--- config.mk ---
export PLATFORM = sky130hd
export DESIGN_NAME = c_like_token_scanner
export DESIGN_NICKNAME = d
export VERILOG_FILES = /design/src/hw/rtl/ctks_pkg.sv /design/src/hw/rtl/ctks_front.sv /design/src/hw/rtl/ctks_fifo.sv /design/src/hw/rtl/ctks_back.sv /design/src/hw/rtl/c_like_token_scanner.sv
export VERILOG_INCLUDE_DIRS = /design/src /design/src/hw/rtl
export SDC_FILE = /design/constraint.sdc
export NUM_CORES = 1
export LEC_CHECK = 0
export BUFFER_PORTS_ARGS = -buffer_cell sky130_fd_sc_hd__buf_2
export CORE_MARGIN = 3
export CORE_UTILIZATION = 59
export DETAILED_ROUTE_END_ITERATION = 10
export PLACE_DENSITY = 0.76
export RECOVER_POWER = 100
export SYNTH_ARGS = -nofsm -noshare
export SYNTH_HDL_FRONTEND = slang
export SYNTH_HIERARCHICAL = 1
export SYNTH_SLANG_ARGS = --single-unit
--- constraint.sdc ---
create_clock -name clk -period 9.73 [get_ports clk]
set_input_delay 0 -clock clk [delete_from_list [all_inputs] [get_ports clk]]
set_output_delay 0 -clock clk [all_outputs]
set_load 0.03 [all_outputs]
--- src/hw/rtl/c_like_token_scanner_macros.svh ---
// assertion helpers shared by the scanner modules
`ifndef C_LIKE_TOKEN_SCANNER_MACROS_SVH
`define C_LIKE_TOKEN_SCANNER_MACROS_SVH

`ifndef SYNTH
`define CTKS_ASSERT(lbl, clk, rst_n, prop, msg) \
	lbl: assert property (@(posedge clk) disable iff (!rst_n) (prop)) else $error(msg);
`define CTKS_ASSERT_NEXT(lbl, clk, rst_n, cond, expr, msg) \
	lbl: assert property (@(posedge clk) disable iff (!rst_n) (cond) |=> (expr)) else $error(msg);
`else
`define CTKS_ASSERT(lbl, clk, rst_n, prop, msg)
`define CTKS_ASSERT_NEXT(lbl, clk, rst_n, cond, expr, msg)
`endif

`endif

--- src/hw/rtl/ctks_pkg.sv ---
package ctks_pkg;

	localparam int OFFSET_BITS_DEF = 24;
	localparam int QUEUE_DEPTH_DEF = 4;
	localparam int POS_W = 24;

	typedef logic [3:0] kind_t;

	localparam kind_t K_END     = 4'd0;
	localparam kind_t K_UNKNOWN = 4'd1;
	localparam kind_t K_IDENT   = 4'd2;
	localparam kind_t K_LPAREN  = 4'd3;
	localparam kind_t K_RPAREN  = 4'd4;
	localparam kind_t K_LBRACE  = 4'd5;
	localparam kind_t K_RBRACE  = 4'd6;
	localparam kind_t K_LBRACK  = 4'd7;
	localparam kind_t K_RBRACK  = 4'd8;
	localparam kind_t K_COLON   = 4'd9;
	localparam kind_t K_STRING  = 4'd10;
	localparam kind_t K_STAR    = 4'd11;
	localparam kind_t K_SEMI    = 4'd12;

	localparam logic [7:0] CH_NUL    = 8'h00;
	localparam logic [7:0] CH_SLASH  = 8'h2f;
	localparam logic [7:0] CH_STAR   = 8'h2a;
	localparam logic [7:0] CH_QUOTE  = 8'h22;
	localparam logic [7:0] CH_BSLASH = 8'h5c;
	localparam logic [7:0] CH_UNDER  = 8'h5f;
	localparam logic [7:0] CH_LF     = 8'h0a;
	localparam logic [7:0] CH_CR     = 8'h0d;

	typedef struct packed {
		logic [7:0] text_byte;
		logic       end_of_text;
	} in_t;

	typedef struct packed {
		kind_t            token_kind;
		logic [POS_W-1:0] start_pos;
		logic [POS_W-1:0] end_pos;
		logic             last_of_run;
	} out_t;

	// tokens caused by one byte
	typedef struct packed {
		out_t first;
		out_t second;
		logic two;
	} grp_t;

	function automatic logic is_letter(input logic [7:0] c);
		return c inside {[8'h61:8'h7a], [8'h41:8'h5a]};
	endfunction

	function automatic logic is_tail(input logic [7:0] c);
		return is_letter(c) || (c inside {[8'h30:8'h39]}) || (c == CH_UNDER);
	endfunction

	function automatic logic is_space(input logic [7:0] c);
		return c inside {[8'h09:8'h0d], 8'h20};
	endfunction

	function automatic kind_t punct_kind(input logic [7:0] c);
		kind_t k;
		case (c)
			8'h28: k = K_LPAREN;
			8'h29: k = K_RPAREN;
			8'h7b: k = K_LBRACE;
			8'h7d: k = K_RBRACE;
			8'h5b: k = K_LBRACK;
			8'h5d: k = K_RBRACK;
			8'h3a: k = K_COLON;
			8'h2a: k = K_STAR;
			8'h3b: k = K_SEMI;
			default: k = K_UNKNOWN;
		endcase
		return k;
	endfunction

endpackage

--- src/hw/rtl/ctks_front.sv ---
module ctks_front #(
	parameter int OFFSET_BITS = ctks_pkg::OFFSET_BITS_DEF
) (
	input  logic              clk,
	input  logic              arst_n,
	input  logic              push,
	input  ctks_pkg::in_t     item,
	input  logic              full,
	output logic              wr,
	output ctks_pkg::grp_t    grp
);

	localparam int OB = OFFSET_BITS;
	localparam int PW = ctks_pkg::POS_W;

	localparam logic [2:0] M_IDLE   = 3'd0;
	localparam logic [2:0] M_SLASH  = 3'd1;
	localparam logic [2:0] M_LINE   = 3'd2;
	localparam logic [2:0] M_BLOCK  = 3'd3;
	localparam logic [2:0] M_BSTAR  = 3'd4;
	localparam logic [2:0] M_IDENT  = 3'd5;
	localparam logic [2:0] M_STRING = 3'd6;
	localparam logic [2:0] M_ESC    = 3'd7;

	logic [2:0]    mode_q, mode_n;
	logic [OB-1:0] pos_q, pos_n;
	logic [OB-1:0] pstart_q, pstart_n;

	logic [7:0]    c;
	logic          acc, is_end, run_idle;
	logic [OB-1:0] pinc, psinc;

	logic            pre_v, post_v;
	ctks_pkg::kind_t pre_k, post_k;
	logic [OB-1:0]   pre_s, pre_e, post_s, post_e;

	assign acc    = push && !full;
	assign c      = item.text_byte;
	assign is_end = item.end_of_text || (c == ctks_pkg::CH_NUL);
	assign pinc   = (pos_q == '1) ? pos_q : pos_q + 1'b1;
	assign psinc  = (pstart_q == '1) ? pstart_q : pstart_q + 1'b1;

	always_comb begin
		mode_n   = mode_q;
		pos_n    = pinc;
		pstart_n = pstart_q;
		run_idle = 1'b0;
		pre_v    = 1'b0;
		pre_k    = ctks_pkg::K_UNKNOWN;
		pre_s    = pstart_q;
		pre_e    = pos_q;
		post_v   = 1'b0;
		post_k   = ctks_pkg::K_END;
		post_s   = pos_q;
		post_e   = pos_q;
		if (is_end) begin
			case (mode_q)
				M_SLASH: begin
					pre_v = 1'b1;
					pre_e = psinc;
				end
				M_IDENT: begin
					pre_v = 1'b1;
					pre_k = ctks_pkg::K_IDENT;
				end
				M_STRING, M_ESC: begin
					pre_v = 1'b1;
					pre_k = ctks_pkg::K_STRING;
				end
				default: pre_v = 1'b0;
			endcase
			post_v   = 1'b1;
			mode_n   = M_IDLE;
			pos_n    = '0;
			pstart_n = '0;
		end else begin
			case (mode_q)
				M_SLASH: begin
					if (c == ctks_pkg::CH_SLASH) begin
						mode_n = M_LINE;
					end else if (c == ctks_pkg::CH_STAR) begin
						mode_n = M_BLOCK;
					end else begin
						pre_v    = 1'b1;
						pre_e    = psinc;
						run_idle = 1'b1;
					end
				end
				M_LINE: begin
					if (c == ctks_pkg::CH_LF || c == ctks_pkg::CH_CR)
						mode_n = M_IDLE;
				end
				M_BLOCK: begin
					if (c == ctks_pkg::CH_STAR)
						mode_n = M_BSTAR;
				end
				M_BSTAR: begin
					if (c == ctks_pkg::CH_SLASH)
						mode_n = M_IDLE;
					else if (c != ctks_pkg::CH_STAR)
						mode_n = M_BLOCK;
				end
				M_IDENT: begin
					if (!ctks_pkg::is_tail(c)) begin
						pre_v    = 1'b1;
						pre_k    = ctks_pkg::K_IDENT;
						run_idle = 1'b1;
					end
				end
				M_STRING: begin
					if (c == ctks_pkg::CH_QUOTE) begin
						pre_v  = 1'b1;
						pre_k  = ctks_pkg::K_STRING;
						mode_n = M_IDLE;
					end else if (c == ctks_pkg::CH_BSLASH) begin
						mode_n = M_ESC;
					end
				end
				M_ESC: mode_n = M_STRING;
				default: run_idle = 1'b1;
			endcase
			if (run_idle) begin
				mode_n = M_IDLE;
				if (ctks_pkg::is_space(c)) begin
					mode_n = M_IDLE;
				end else if (c == ctks_pkg::CH_SLASH) begin
					mode_n   = M_SLASH;
					pstart_n = pos_q;
				end else if (c == ctks_pkg::CH_QUOTE) begin
					mode_n   = M_STRING;
					pstart_n = pinc;
				end else if (ctks_pkg::is_letter(c)) begin
					mode_n   = M_IDENT;
					pstart_n = pos_q;
				end else begin
					post_v = 1'b1;
					post_k = ctks_pkg::punct_kind(c);
					post_e = pinc;
				end
			end
		end
	end

	always_comb begin
		grp = '0;
		if (pre_v) begin
			grp.first.token_kind   = pre_k;
			grp.first.start_pos    = PW'(pre_s);
			grp.first.end_pos      = PW'(pre_e);
			grp.first.last_of_run  = !post_v;
			grp.second.token_kind  = post_k;
			grp.second.start_pos   = PW'(post_s);
			grp.second.end_pos     = PW'(post_e);
			grp.second.last_of_run = 1'b1;
			grp.two                = post_v;
		end else begin
			grp.first.token_kind   = post_k;
			grp.first.start_pos    = PW'(post_s);
			grp.first.end_pos      = PW'(post_e);
			grp.first.last_of_run  = 1'b1;
		end
	end

	assign wr = acc && (pre_v || post_v);

	always_ff @(posedge clk or negedge arst_n) begin
		if (!arst_n) begin
			mode_q   <= M_IDLE;
			pos_q    <= '0;
			pstart_q <= '0;
		end else if (acc) begin
			mode_q   <= mode_n;
			pos_q    <= pos_n;
			pstart_q <= pstart_n;
		end
	end

endmodule

--- src/hw/rtl/ctks_fifo.sv ---
`include "c_like_token_scanner_macros.svh"

module ctks_fifo #(
	parameter int DEPTH = ctks_pkg::QUEUE_DEPTH_DEF
) (
	input  logic           clk,
	input  logic           arst_n,
	input  logic           wr,
	input  ctks_pkg::grp_t wdata,
	output logic           full,
	input  logic           rd,
	output ctks_pkg::grp_t rdata,
	output logic           empty
);

	localparam int AW = (DEPTH > 1) ? $clog2(DEPTH) : 1;
	localparam int CW = $clog2(DEPTH + 1);

	ctks_pkg::grp_t mem_q [DEPTH];
	logic [AW-1:0]  wptr_q, rptr_q;
	logic [CW-1:0]  cnt_q;

	assign full  = (cnt_q == CW'(DEPTH));
	assign empty = (cnt_q == '0);
	assign rdata = mem_q[rptr_q];

	always_ff @(posedge clk) begin
		if (wr)
			mem_q[wptr_q] <= wdata;
	end

	always_ff @(posedge clk or negedge arst_n) begin
		if (!arst_n) begin
			wptr_q <= '0;
			rptr_q <= '0;
			cnt_q  <= '0;
		end else begin
			if (wr)
				wptr_q <= (wptr_q == AW'(DEPTH - 1)) ? '0 : wptr_q + 1'b1;
			if (rd)
				rptr_q <= (rptr_q == AW'(DEPTH - 1)) ? '0 : rptr_q + 1'b1;
			case ({wr, rd})
				2'b10: cnt_q <= cnt_q + 1'b1;
				2'b01: cnt_q <= cnt_q - 1'b1;
				default: cnt_q <= cnt_q;
			endcase
		end
	end

	`CTKS_ASSERT(a_no_overfill, clk, arst_n, !(wr && full), "write into a full queue")
	`CTKS_ASSERT(a_no_underrun, clk, arst_n, !(rd && empty), "read from an empty queue")
	`CTKS_ASSERT_NEXT(a_cnt_down, clk, arst_n, rd && !wr, cnt_q == CW'($past(cnt_q) - 1'b1), "count lost on read")

endmodule

--- src/hw/rtl/ctks_back.sv ---
`include "c_like_token_scanner_macros.svh"

module ctks_back (
	input  logic           clk,
	input  logic           arst_n,
	input  logic           fifo_empty,
	input  ctks_pkg::grp_t fifo_data,
	output logic           fifo_rd,
	output logic           empty,
	input  logic           pop,
	output ctks_pkg::out_t token
);

	ctks_pkg::grp_t grp_q;
	logic           hold_q;
	logic           idx_q;
	logic           adv, cur_last;

	assign cur_last = !grp_q.two || idx_q;
	assign adv      = pop && hold_q;
	assign fifo_rd  = !fifo_empty && (!hold_q || (adv && cur_last));
	assign empty    = !hold_q;
	assign token    = idx_q ? grp_q.second : grp_q.first;

	always_ff @(posedge clk) begin
		if (fifo_rd)
			grp_q <= fifo_data;
	end

	always_ff @(posedge clk or negedge arst_n) begin
		if (!arst_n) begin
			hold_q <= 1'b0;
			idx_q  <= 1'b0;
		end else if (fifo_rd) begin
			hold_q <= 1'b1;
			idx_q  <= 1'b0;
		end else if (adv) begin
			if (cur_last) begin
				hold_q <= 1'b0;
				idx_q  <= 1'b0;
			end else begin
				idx_q <= 1'b1;
			end
		end
	end

	`CTKS_ASSERT(a_second_valid, clk, arst_n, !idx_q || (hold_q && grp_q.two), "second slot without pair")
	`CTKS_ASSERT_NEXT(a_pair_follows, clk, arst_n, adv && !cur_last, hold_q && idx_q, "second token dropped")

endmodule

--- src/hw/rtl/c_like_token_scanner.sv ---
// c_like_token_scanner: streaming tokenizer for c-like source text
// input side is a queue write port: item carries one text byte or an end
// flag, taken on a rising edge with push high and full low
// result side is a queue read port: while empty is low, token holds the
// oldest token (kind, start, end, last_of_run); pop with empty low takes it
// a byte gives zero, one or two tokens; last_of_run marks the final one
// an end flag or nul byte flushes any open token, emits an end token and
// restarts offsets at zero for the next text
// a byte's first token is written into the group queue, then loaded into
// the output register before it shows on token and can be popped
// throughput: one byte per cycle while full is low; the output side drains
// one token per cycle, so bytes giving two tokens are absorbed by the group
// queue between the scanner and the output stage (QUEUE_DEPTH deep); when
// the receiver stalls the queue fills and full rises; nothing is lost
// reset clears the scanner mode, offsets and both queues
module c_like_token_scanner #(
	parameter int OFFSET_BITS = ctks_pkg::OFFSET_BITS_DEF,
	parameter int QUEUE_DEPTH = ctks_pkg::QUEUE_DEPTH_DEF
) (
	input  logic           clk,
	input  logic           arst_n,
	input  logic           push,
	input  ctks_pkg::in_t  item,
	output logic           full,
	input  logic           pop,
	output ctks_pkg::out_t token,
	output logic           empty
);

	logic           q_wr, q_rd, q_full, q_empty;
	ctks_pkg::grp_t q_wdata, q_rdata;

	assign full = q_full;

	ctks_front #(
		.OFFSET_BITS(OFFSET_BITS)
	) u_front (
		.clk   (clk),
		.arst_n(arst_n),
		.push  (push),
		.item  (item),
		.full  (q_full),
		.wr    (q_wr),
		.grp   (q_wdata)
	);

	ctks_fifo #(
		.DEPTH(QUEUE_DEPTH)
	) u_fifo (
		.clk   (clk),
		.arst_n(arst_n),
		.wr    (q_wr),
		.wdata (q_wdata),
		.full  (q_full),
		.rd    (q_rd),
		.rdata (q_rdata),
		.empty (q_empty)
	);

	ctks_back u_back (
		.clk       (clk),
		.arst_n    (arst_n),
		.fifo_empty(q_empty),
		.fifo_data (q_rdata),
		.fifo_rd   (q_rd),
		.empty     (empty),
		.pop       (pop),
		.token     (token)
	);

endmodule

# [Word-level counts from Yosys, hierarchy flattened]
# Memories as Yosys holds them, arrays and structs flattened. A register that Yosys moved wholly into a read port is not among the register bits.
# Index checks and enable logic that the tools add are counted.
[totals] latch_bits=0 reg_bits=60 ramBits=428 memories=1 mem_bits_ro=0 output_inout_bits=55 wordCells=173
[memory_table] name="u_fifo.mem_q" words=4 width=107 read_ports=1 rd_ports_with_merged_regs=1 write_ports=1 line="ctks_fifo.sv:19" rtl="ctks_pkg::grp_t mem_q [DEPTH];"
[op_classes] addsub=6 n_lt_le_gt_ge=8 muxes=76 bitwise_logic=0 n_eq_ne=37 n_reduce_logical=37 n_mul=0 div_mod_pow=0 shifts=0
[ops] op="two-way mux 24 bit" count=20
[ops] op="two-way mux 53 bit" count=2
[ops] op="equality test 8 x 6 -> 1 bit (second input constant)" count=8
[ops] op="two-way mux 54 bit" count=1
[ops] op="adder 24 x 1 -> 24 bit (second input constant)" count=2
[ops] op="equality test 24 bit (second input constant)" count=2
[ops] op="equality test 8 x 7 -> 1 bit (second input constant)" count=6
[ops] op="two-way mux 3 bit" count=14
[ops] op="case mux 4 bit (9 select lines)" count=1
[ops] op="two-way mux 4 bit" count=8
[ops] op="two-way mux 1 bit" count=21
[ops] op="case mux 3 bit (6 select lines)" count=1
[ops] op="equality test 8 x 4 -> 1 bit (second input constant)" count=2
[ops] op=">= comparator 8 x 7 -> 1 bit (second input constant)" count=2
[ops] op="<= comparator 8 x 7 -> 1 bit (second input constant)" count=2
[ops] op="case mux 4 bit (2 select lines)" count=2
[ops] op="equality test 3 bit (second input constant)" count=5
[ops] op="inequality test 5 x 1 -> 1 bit (second input constant)" count=3
[ops] op="nonzero test 2 bit" count=6
[ops] op="logical AND 1 bit" count=9
[ops] op=">= comparator 8 x 4 -> 1 bit (second input constant)" count=1
[ops] op=">= comparator 8 x 6 -> 1 bit (second input constant)" count=1
[ops] op="<= comparator 8 x 4 -> 1 bit (second input constant)" count=1
[ops] op="<= comparator 8 x 6 -> 1 bit (second input constant)" count=1
[ops] op="other kinds (25)" count=43

# [Logic depth before layout (Yosys ltp)]
# Gate-level depths: netlist of run 1.
[depth] word_depth=14 depth_mapped=15

# [Cells and area by module]
# The synthesis of run 1 kept the hierarchy.
[modules_own_cells] mod="ctks_fifo" n_inst=1 seq_area_each_um2=13027.5 cells_each=597 area_per_inst_um2=15838.9
[modules_own_cells] mod="ctks_front" n_inst=1 seq_area_each_um2=1276.2 cells_each=853 area_per_inst_um2=6063.3
[modules_own_cells] mod="ctks_back" n_inst=1 seq_area_each_um2=3263.1 cells_each=176 area_per_inst_um2=4200.3

# [Least setup slack after synthesis of run 1]
# Ideal clock, no wire load.
[synth_path] path_type="register to register" start="reg u_back.idx_q" end="reg u_fifo.cnt_q[2]" required_time_ps=9651 t_arrival_ps=7661 path_buffers=1 period_less_slack_ps=7740 setup_slack_ps=1990 path_stages_with_launch=11 path_cell_list="dfrtp_1 buf_6 nand2b_1 nand2_1 a21oi_1 ha_1 inv_1 fa_1 xor2_1 nor2_1 xor2_1"
[synth_between] elab_chain_len=6 elab_cells_between_ends=8
[synth_rtl] item="start: declaration" line="ctks_back.sv:16" rtl="logic idx_q;"
[synth_rtl] item="start signal: assignment" line="ctks_back.sv:33" rtl="idx_q <= 1'b0;"
[synth_rtl] item="start signal: assignment" line="ctks_back.sv:36" rtl="idx_q <= 1'b0;"
[synth_rtl] item="start signal: assignment" line="ctks_back.sv:40" rtl="idx_q <= 1'b0;"
[synth_rtl] item="logical OR 1 bit *" line="ctks_back.sv:19" rtl="assign cur_last = !grp_q.two || idx_q;"
[synth_rtl] item="logical AND 1 bit *" line="ctks_back.sv:21" rtl="assign fifo_rd = !fifo_empty && (!hold_q || (adv && cur_last));"
[synth_rtl] item="logical OR 1 bit *" line="ctks_back.sv:21"
[synth_rtl] item="logical AND 1 bit *" line="ctks_back.sv:21"
[synth_rtl] item="via q_rd" line="c_like_token_scanner.sv:30" rtl="logic q_wr, q_rd, q_full, q_empty;"
[synth_rtl] item="equality test 2 x 1 -> 1 bit or equality test 2 bit (tied branches)" line="ctks_fifo.sv:42" rtl="case ({wr, rd})"
[synth_rtl] item="case mux 3 bit (2 select lines) or nonzero test 2 bit (tied branches)"
[synth_rtl] item="end signal: assignment" line="ctks_fifo.sv:43" rtl="2'b10: cnt_q <= cnt_q + 1'b1;"
[synth_rtl] item="end signal: assignment" line="ctks_fifo.sv:44" rtl="2'b01: cnt_q <= cnt_q - 1'b1;"
[synth_rtl] item="end signal: assignment" line="ctks_fifo.sv:45" rtl="default: cnt_q <= cnt_q;"
[synth_rtl] item="end: declaration" line="ctks_fifo.sv:21" rtl="logic [CW-1:0] cnt_q;"
# The timed path passes the listed nets; every way through them passes the cells marked *.
# A chain may end at the register's enable or synchronous reset.

# [Worst setup path in the final report of run 1]
[layout_path] start="reg u_front.mode_q[1]" end="mem u_fifo/mem_q[0][103] in the netlist's numbering, enable pin"
[layout_between] elab_chain_len=10 elab_cells_between_ends=20
[layout_rtl] item="start: declaration" line="ctks_front.sv:25" rtl="logic [2:0] mode_q, mode_n;"
[layout_rtl] item="start signal: assignment" line="ctks_front.sv:172" rtl="mode_q <= mode_n;"
[layout_rtl] item="equality test 3 bit (tied with other cells)" line="ctks_front.sv:57, ctks_front.sv:77"
[layout_rtl] item="OR reduction 5 bit (no source line)"
[layout_rtl] item="case mux 1 bit (3 select lines)" line="ctks_front.sv:77" rtl="case (mode_q)"
[layout_rtl] item="two-way mux 1 bit" line="ctks_front.sv:56" rtl="if (is_end) begin"
[layout_rtl] item="two-way mux 1 bit" line="ctks_front.sv:122" rtl="if (run_idle) begin"
[layout_rtl] item="two-way mux 1 bit" line="ctks_front.sv:56"
[layout_rtl] item="logical OR 1 bit *" line="ctks_front.sv:164" rtl="assign wr = acc && (pre_v || post_v);"
[layout_rtl] item="logical AND 1 bit *" line="ctks_front.sv:164"
[layout_rtl] item="via q_wr" line="c_like_token_scanner.sv:30"
[layout_rtl] item="two-way mux 1 bit *" line="ctks_fifo.sv:28" rtl="if (wr)"
[layout_rtl] item="two-way mux 1 bit (implied by the code) *" line="ctks_fifo.sv:29" rtl="mem_q[wptr_q] <= wdata;"
[layout_rtl] item="end: declaration" line="ctks_fifo.sv:19"
# The timed path passes the listed nets; every way through them passes the cells marked *. The select of a mux whose other input is x is not followed.

==> results of run 1 <==
## worst min-delay path by stage
stage                     startpoint           endpoint  slack, ns  depth (start not counted)
after floorplan               arst_n      u_back/hold_q      -0.30                          0
after global placement        arst_n   u_front/pre_s[8]       0.23                          2
after detailed placement      arst_n   u_front/pre_s[8]       0.23                          2
after CTS                    item[4]  u_front/mode_q[0]       0.06                          7
after global routing         item[4]  u_front/mode_q[0]       0.10                          7
final                        item[4]  u_front/mode_q[0]       0.09                          7
## per-stage QoR
step           hold slack, ns  instances
6_report               0.0855       2280
5_1_grt                 0.102       2280
4_1_cts                0.0574       2280
3_5_place_dp            0.231       2178
3_3_place_gp            0.229       2178
2_1_floorplan          -0.296       1626
## synth_stat cells, drive strengths merged, types with 26 or more instances
master  instances
xor2           26
mux4          107
nor2           62
o21ai          62
nand3          26
clkbuf         61
nand2         153
edfxtp        535
buf            64
a21oi          38
nand4          49
mux2           57
and2           30
dfrtp          60
xnor2          35
## metal layers
metal  vias to the layer above  GRT usage, %  part of all wire (%)
met2                       670          39.4                    48
met4                         0          6.39                   2.6
met5                         -             0                     0
met1                      7384          35.6                    40
li1                       6422             -                     -
met3                       112          5.83                   8.9
## registers in the layout, summed over array words and instances (netlist names)
register	flops
u_back/hold_q	1
u_fifo/cnt_q	3
u_fifo/mem_q	428
u_front/pos_q	24
u_front/mode_q	3
u_fifo/wptr_q	2
u_back/grp_q	107
u_front/pre_s	24
u_back/idx_q	1
u_fifo/rptr_q	2
## power groups by stage
stage | Sequential (mW) | Clock (mW) | Combinational (mW)
4_1_cts | 3.88 | 2.09 | 2.60
6_report | 3.88 | 2.05 | 2.49
3_3_place_gp | 3.89 | 0 | 2.55
3_5_place_dp | 3.93 | 0 | 2.59
2_1_floorplan | 3.82 | 0 | 2.06
5_1_grt | 3.94 | 2.19 | 2.68
## cells by family after synthesis
logic type / after synthesis
mux: 169
simple gates: 415
fa+ha+maj: 9
compound gates: 232
xor+xnor: 61
buf+inv: 145
flops: 595
## placed cells by master (no fill, tap or decap), types with 24 or more instances in the layout
cell,instances
clkbuf_16,56
dfrtp_1,60
nand3_1,26
buf_2,64
o31ai_1,24
edfxtp_1,535
nand4_1,49
nand2_1,153
a21oi_1,28
mux4_2,107
and2_0,24
xor2_1,26
clkbuf_1,28
o21ai_0,62
mux2_1,52
xnor2_1,35
nor2_1,62
## layout make-up
class / count / share of cell area, %
repair buffers: 95 / 1.78
clock inverters: 31 / 0.965
flip-flops and latches: 595 / 62.4
multi-input cells: 886 / 26.8
inverters: 20 / 0.267
clock buffers: 68 / 5.14
well taps: 585 / 2.60
## worst reg2reg max path: stages (launching register included)
cell and delay, ns:
dfrtp_1 0.50, nor2b_1 0.54, a41oi_1 0.46, nor3_1 0.37
nor2_1 0.07, a31oi_1 0.40, and2_0 2.77, buf_4 1.11
==> out/results.md, run 1 <==
| Result | Reported |
|:---|:---|
| Total power | 8.41 mW |
| Series of cell instances along the critical path | nor2b_1 -> a41oi_1 -> nor3_1 -> nor2_1 -> a31oi_1 -> and2_0 -> buf_4 |
| Reg2reg setup slack | 3.07 ns |
| Distinct cells, synth | 79 |
| Layout cells sized above 1 | 16.9% |
| Count of filler cells inserted in the layout | 3122 |
| Outcome | finished with violations |
| Max-cap viol count | 14 |
| Count of synthesis-stage warnings from yosys | 6 |
| Worst R2R Path Depth | 7 |
| Number of ports placed on the die boundary | 68 |
| Post-synthesis share of cell area spent on xor and xnor gates | 2.05% |
| Critical path arrival | 6.88 ns |
| Post-detailed-placement cell area | 0.0267 mm2 |
| Antenna diode instance count | 0 |
| Die outline width | 216 um |
| Setup skew after layout | 0.0224 ns |
| Startpoint of the worst register-to-register path | u_front/mode_q[1] |
| Sw Ratio | 32.1% |
| # resized after CTS | 0 |
| Slew at the pin with the worst max-slew slack | 4.28 ns |
| Detailed-route vias per instance | 6.40 |
| Number of buffers inserted to repair setup after CTS | 0 |
| Register area share after synthesis | 67.3% |
| GR Overflow Total | 0 |
| Slowest Stage Delay on Critical Path | 2.77 ns |
| FMAX | 150 MHz |
| Period utilisation layout | 68.4% |
| First-pass GRT wire length | 88600 um |
| Syn Nets | 1648 |
| Fraction of registers with async set/reset | 10.1% |
| Detailed-placement wirelength estimate | 35900 um |
| Total wire length | 57200 um |
| Final antenna-violating net count | 0 |
| Relative slew margins | -185% |
| Cell count after synthesis | 1626 |
| Share of power burned in the clock network | 24.3% |
| Master of the slowest instance on the critical path | and2_0 |
| Final WS setup | 3.07 ns |
| Syn_area_per_cell | 16.1 um2 |
| Dominant combinational cell family by area after synthesis | multiplexers |
| Setup total negative slack | 0 ns |
| Final cell utilization of the core | 64.9% |
| Most frequently used flop master after synthesis | edfxtp_1 |
| Avg WL per Cell | 25.1 um |
| FF+latch count, synth | 595 |
| Maximum number of pins on one net before global-route repair | 69 |
| Worst path depth | 7 |
| Number of remaining DRC errors | 0 |
| Clock input transition at the sequential cells of the worst setup and hold paths | 0.06 ns |
| Internal power | 5.71 mW |
| Final setup vio count | 0 |
| DRC marker count from the first detailed-route iteration | 1627 |
| Class of the tightest hold or removal check | input pin to flip-flop |
| Core region area | 0.0434 mm2 |
| Number of buffers created by CTS | 56 |
| Pre-Repair DR Iteration Count | 7 |
| Critical path launch point | u_front/mode_q[1] |
| Flip-flop and latch area | 0.0176 mm2 |
| Number of I/O port buffers | 67 |
| Destination of the critical timing path | u_fifo/mem_q[0][103] |
| Antenna violations before repair | 0 |
| CTS tree | done |
| Clock period minus final worst setup slack | 6.66 ns |
| Fraction of the mapped netlist area in simple logic gates | 8.10% |
| Required arrival time at the worst endpoint | 9.96 ns |
| Full die area | 0.0468 mm2 |
| H-Tree Level Count | 2 |
| Number of flops mapped to enable cells by yosys | 535 |
| Library cell used as clock root buffer | clkbuf_16 |
| Nature of the critical path startpoint | flip-flop |
| Worst Setup Path Type | flip-flop to flip-flop |
| Maximum vdd drop | 0.209 mV |
| Mapped cell area | 0.0261 mm2 |
| Final number of max-transition violations | 679 |
| Fraction of power consumed by sequential logic | 46.1% |
| Largest fanout on the critical path | 60 |
| Hold violation total from the final report | 0 |
| Post-placement worst setup slack | 5.40 ns |
| Largest cells by area after synthesis | edfxtp_1 62%, mux4_2 9.2%, dfrtp_1 5.8% |
| Buffers from clock root to sink, at most | 3 |
| Area of the multi-input gates | 0.00755 mm2 |
| Clock insertion delay at the later pin of the skew report | 0.61 ns |
| Aggregate global-route resource usage | 24.9% |
| Final net count | 1676 |
| Most area-hungry cell type in the Yosys netlist | edfxtp_1 |
| Starting Density | 60.2% |
| Hold_buf cts | 3 |
| Top cell type's share of synthesized area | 61.5% |
| Number of global-route vias before repair | 14510 |
| Chip height | 216 um |
| Share of synthesized area spent on multiplexers | 12.6% |
| Worst setup EP type | flip-flop |
| Buf+Inv Stages, Crit Path | 1 |
| Syn-to-layout area delta | 7.82% |
| Final design instance area without fill | 0.0281 mm2 |
| Comb power frac | 29.6% |
| Standby leakage power | 9.54 nW |
| Adder-cell share of the synthesized area | 0.460% |
| Reg-to-Reg End | u_fifo/mem_q[0][103] |
| Failing checks | capacitance limit, slew limit |
| Vias after detailed routing | 14588 |
| Top cell family by delay on the critical path | simple AND/OR/NAND/NOR gates |
| Sink count of the clock tree | 595 |
| Compound-Gate Fraction of Synth Area | 6.50% |
| Site Rows | 76 |
| Placer Congestion | 0.971 |
| Switch Pwr | 2.70 mW |
| Total power divided by cell area | 299 mW/mm2 |
| Unrepaired setup endpoints after global routing | no |
Power figures use the tool's default switching activity.
==> run 2, diff against run 1 <==
Clock period 9.73 ns to 6.2 ns, I/O delays scaled along.
==> run 2 against run 1 <==
- the flow still finishes with violations (capacitance limit, slew limit)
- sequential share of layout area decreased by 0.27 points
- clock-buffer cell count rose by 13
- combinational power rose by 56%
- hold slack got worse by 0.023 ns
- routed wire length decreased by 1.1%
- clock power is 64% higher
- register-to-register slack got worse by 1.8 ns
- critical endpoint is now u_fifo/mem_q[0][71]
- largest cell class unchanged
- highest routed layer unchanged
==> out/results.md, run 2 (same netlist as run 1, synthesis figures left out) <==
| Result | Reported |
|:---|:---|
| Detailed-placement wirelength estimate | 34800 um |
| Site Rows | 76 |
| Final setup vio count | 0 |
| Antenna violations before repair | 0 |
| Buf+Inv Stages, Crit Path | 3 |
| Fraction of power consumed by sequential logic | 45.5% |
| Nature of the critical path startpoint | flip-flop |
| Reg2reg setup slack | 1.25 ns |
| Sink count of the clock tree | 595 |
| Internal power | 9.00 mW |
| Detailed-route vias per instance | 6.37 |
| Required arrival time at the worst endpoint | 6.55 ns |
| Maximum number of pins on one net before global-route repair | 109 |
| Standby leakage power | 9.58 nW |
| Series of cell instances along the critical path | inv_1 -> a41oi_1 -> a311o_1 -> a21oi_1 -> clkbuf_1 -> clkbuf_2 -> a21oi_1 -> o221ai_1 |
| Worst Min Path Start | item[0] |
| Endpoint with the worst hold slack | u_front/pos_q[22] |
| Relative slew margins | -160% |
| Slowest Stage Delay on Critical Path | 1.52 ns |
| Switch Pwr | 4.29 mW |
| Pre-Repair DR Iteration Count | 5 |
| Worst Setup Path Type | flip-flop to flip-flop |
| Sw Ratio | 32.3% |
| Total wire length | 56600 um |
| Maximum vdd drop | 0.331 mV |
| Worst hold path depth | 5 |
| Layout cells sized above 1 | 17.7% |
| Die outline width | 216 um |
| Chip height | 216 um |
| Number of remaining DRC errors | 0 |
| Clock period minus final worst setup slack | 4.95 ns |
| Setup total negative slack | 0 ns |
| Final antenna-violating net count | 0 |
| Final-layout worst hold slack | 0.0622 ns |
| H-Tree Level Count | 2 |
| FMAX | 202 MHz |
| Library cell used as clock root buffer | clkbuf_16 |
| First-pass GRT wire length | 87300 um |
| Antenna diode instance count | 0 |
| Worst setup EP type | flip-flop |
| Post-detailed-placement cell area | 0.0267 mm2 |
| Highest-count cells in the layout ignoring fill and taps | 535 x edfxtp_1, 153 x nand2_1, 107 x mux4_2 |
| Critical path arrival | 5.31 ns |
| Comb power frac | 29.2% |
| Core region area | 0.0434 mm2 |
| Most common cell on crit path | a21oi_1 |
| Final design instance area without fill | 0.0283 mm2 |
| Share of power burned in the clock network | 25.3% |
| Final WS setup | 1.25 ns |
| Starting Density | 60.2% |
| Number of I/O port buffers | 67 |
| Number of ports placed on the die boundary | 68 |
| Full die area | 0.0468 mm2 |
| Setup skew after layout | 0.0194 ns |
| Largest fanout on the critical path | 51 |
| Largest registers | u_fifo/mem_q x428, u_back/grp_q x107 |
| Max reg flops | 428 |
| Unrepaired setup endpoints after global routing | no |
| Count of filler cells inserted in the layout | 3039 |
| Avg WL per Cell | 24.8 um |
| Most common library cell in the layout ignoring fill and taps | edfxtp_1 |
| Master of the slowest instance on the critical path | clkbuf_1 |
| Number of buffers inserted to repair setup after CTS | 0 |
| DRC marker count from the first detailed-route iteration | 1650 |
| Vias after detailed routing | 14527 |
| Syn-to-layout area delta | 8.34% |
| Clock insertion delay at the later pin of the skew report | 0.62 ns |
| Aggregate global-route resource usage | 24.4% |
| Startpoint of the worst register-to-register path | u_front/mode_q[2] |
| Placer Congestion | 0.944 |
| GR Overflow Total | 0 |
| Clock input transition at the sequential cells of the worst setup and hold paths | 0.06 ns |
| Outcome | finished with violations |
| Slew at the pin with the worst max-slew slack | 3.90 ns |
| Final number of max-transition violations | 559 |
| Post-placement worst setup slack | 2.23 ns |
| Class of the tightest hold or removal check | input pin to flip-flop |
| Max-cap viol count | 11 |
| Top cell family by delay on the critical path | buffers and inverters |
| Number of buffers created by CTS | 57 |
| Final cell utilization of the core | 65.2% |
| Final net count | 1671 |
| Largest register by flop count | u_fifo/mem_q |
| Buffers from clock root to sink, at most | 3 |
| Hold violation total from the final report | 0 |
| CTS tree | done |
| Period utilisation layout | 79.9% |
| Worst R2R Path Depth | 8 |
| Reg-to-Reg End | u_fifo/mem_q[0][71] |
| Number of global-route vias before repair | 14217 |
| Total power divided by cell area | 470 mW/mm2 |
| Failing checks | capacitance limit, slew limit |
## run 2: cell types whose count changed in the layout (fill, tap and decap cells not counted), moves of 3 or more
cell and delta:
clkinv_1 -6, buf_12 +4, buf_4 -6, mux2_1 -3, clkinv_8 -3, and2_0 -4, clkbuf_8 +7, clkinvlp_4 +5
mux2_2 +3, and2_4 +3, a21oi_1 +3
## run 2: how the worst max path moves through the flow
| stage | end | slack, ns | start | cells past startpoint |
|---|---|---|---|---|
| global placement | u_fifo/mem_q[0][22] | 2.33 | item[3] | 9 |
| global route | u_fifo/mem_q[3][71] | 1.06 | u_front/mode_q[2] | 8 |
| finish | u_fifo/mem_q[0][71] | 1.25 | u_front/mode_q[2] | 8 |
| floorplan | u_fifo/cnt_q[2] | 1.07 | u_back/idx_q | 10 |
| CTS | u_fifo/mem_q[0][55] | 2.24 | u_front/mode_q[1] | 7 |
| detailed placement | u_fifo/mem_q[1][31] | 2.23 | item[2] | 7 |
## run 2: per-stage QoR
stage                     total power [mW]  std cells
after floorplan                       9.21       1626
after global placement                10.1       2172
after detailed placement              10.2       2172
after CTS                             13.6       2282
after global routing                  13.9       2282
final                                 13.3       2282
## run 2: power groups by stage
stage,Clock [mW],Combinational [mW],Sequential [mW]
CTS,3.43,4.13,6.07
global route,3.59,4.18,6.14
global placement,0,4.05,6.07
finish,3.36,3.89,6.05
floorplan,0,3.24,5.97
detailed placement,0,4.11,6.13
## run 2: worst min-delay path, stage by stage
cell	delay [ns]
buf_2	0.10
inv_1	0.07
o31a_1	0.23
a21oi_1	0.16
o21ai_0	0.07
## run 2: timing repair
item,in CTS,in global routing
gates resized for setup,0,0
hold buffers,3,0
endpoints found under the hold margin,64,0
## run 2: per-layer routing
metal	vias to the layer above	share of wire (%)	global-route usage [%]
li1	6410	-	-
met1	7366	41	35.5
met2	650	48	38.4
met3	101	8.2	4.96
met4	0	2.5	6.26
met5	-	0	0
## run 2: final cells by class
type                    instances  area, um2  share of cell area [%]
flip-flops and latches        595      17600                    62.1
multi-input cells             886       7540                    26.7
clock buffers                  81       1610                    5.69
well taps                     585        732                    2.59
repair buffers                 89        520                    1.84
clock inverters                26        230                   0.814
inverters                      20       75.1                   0.265
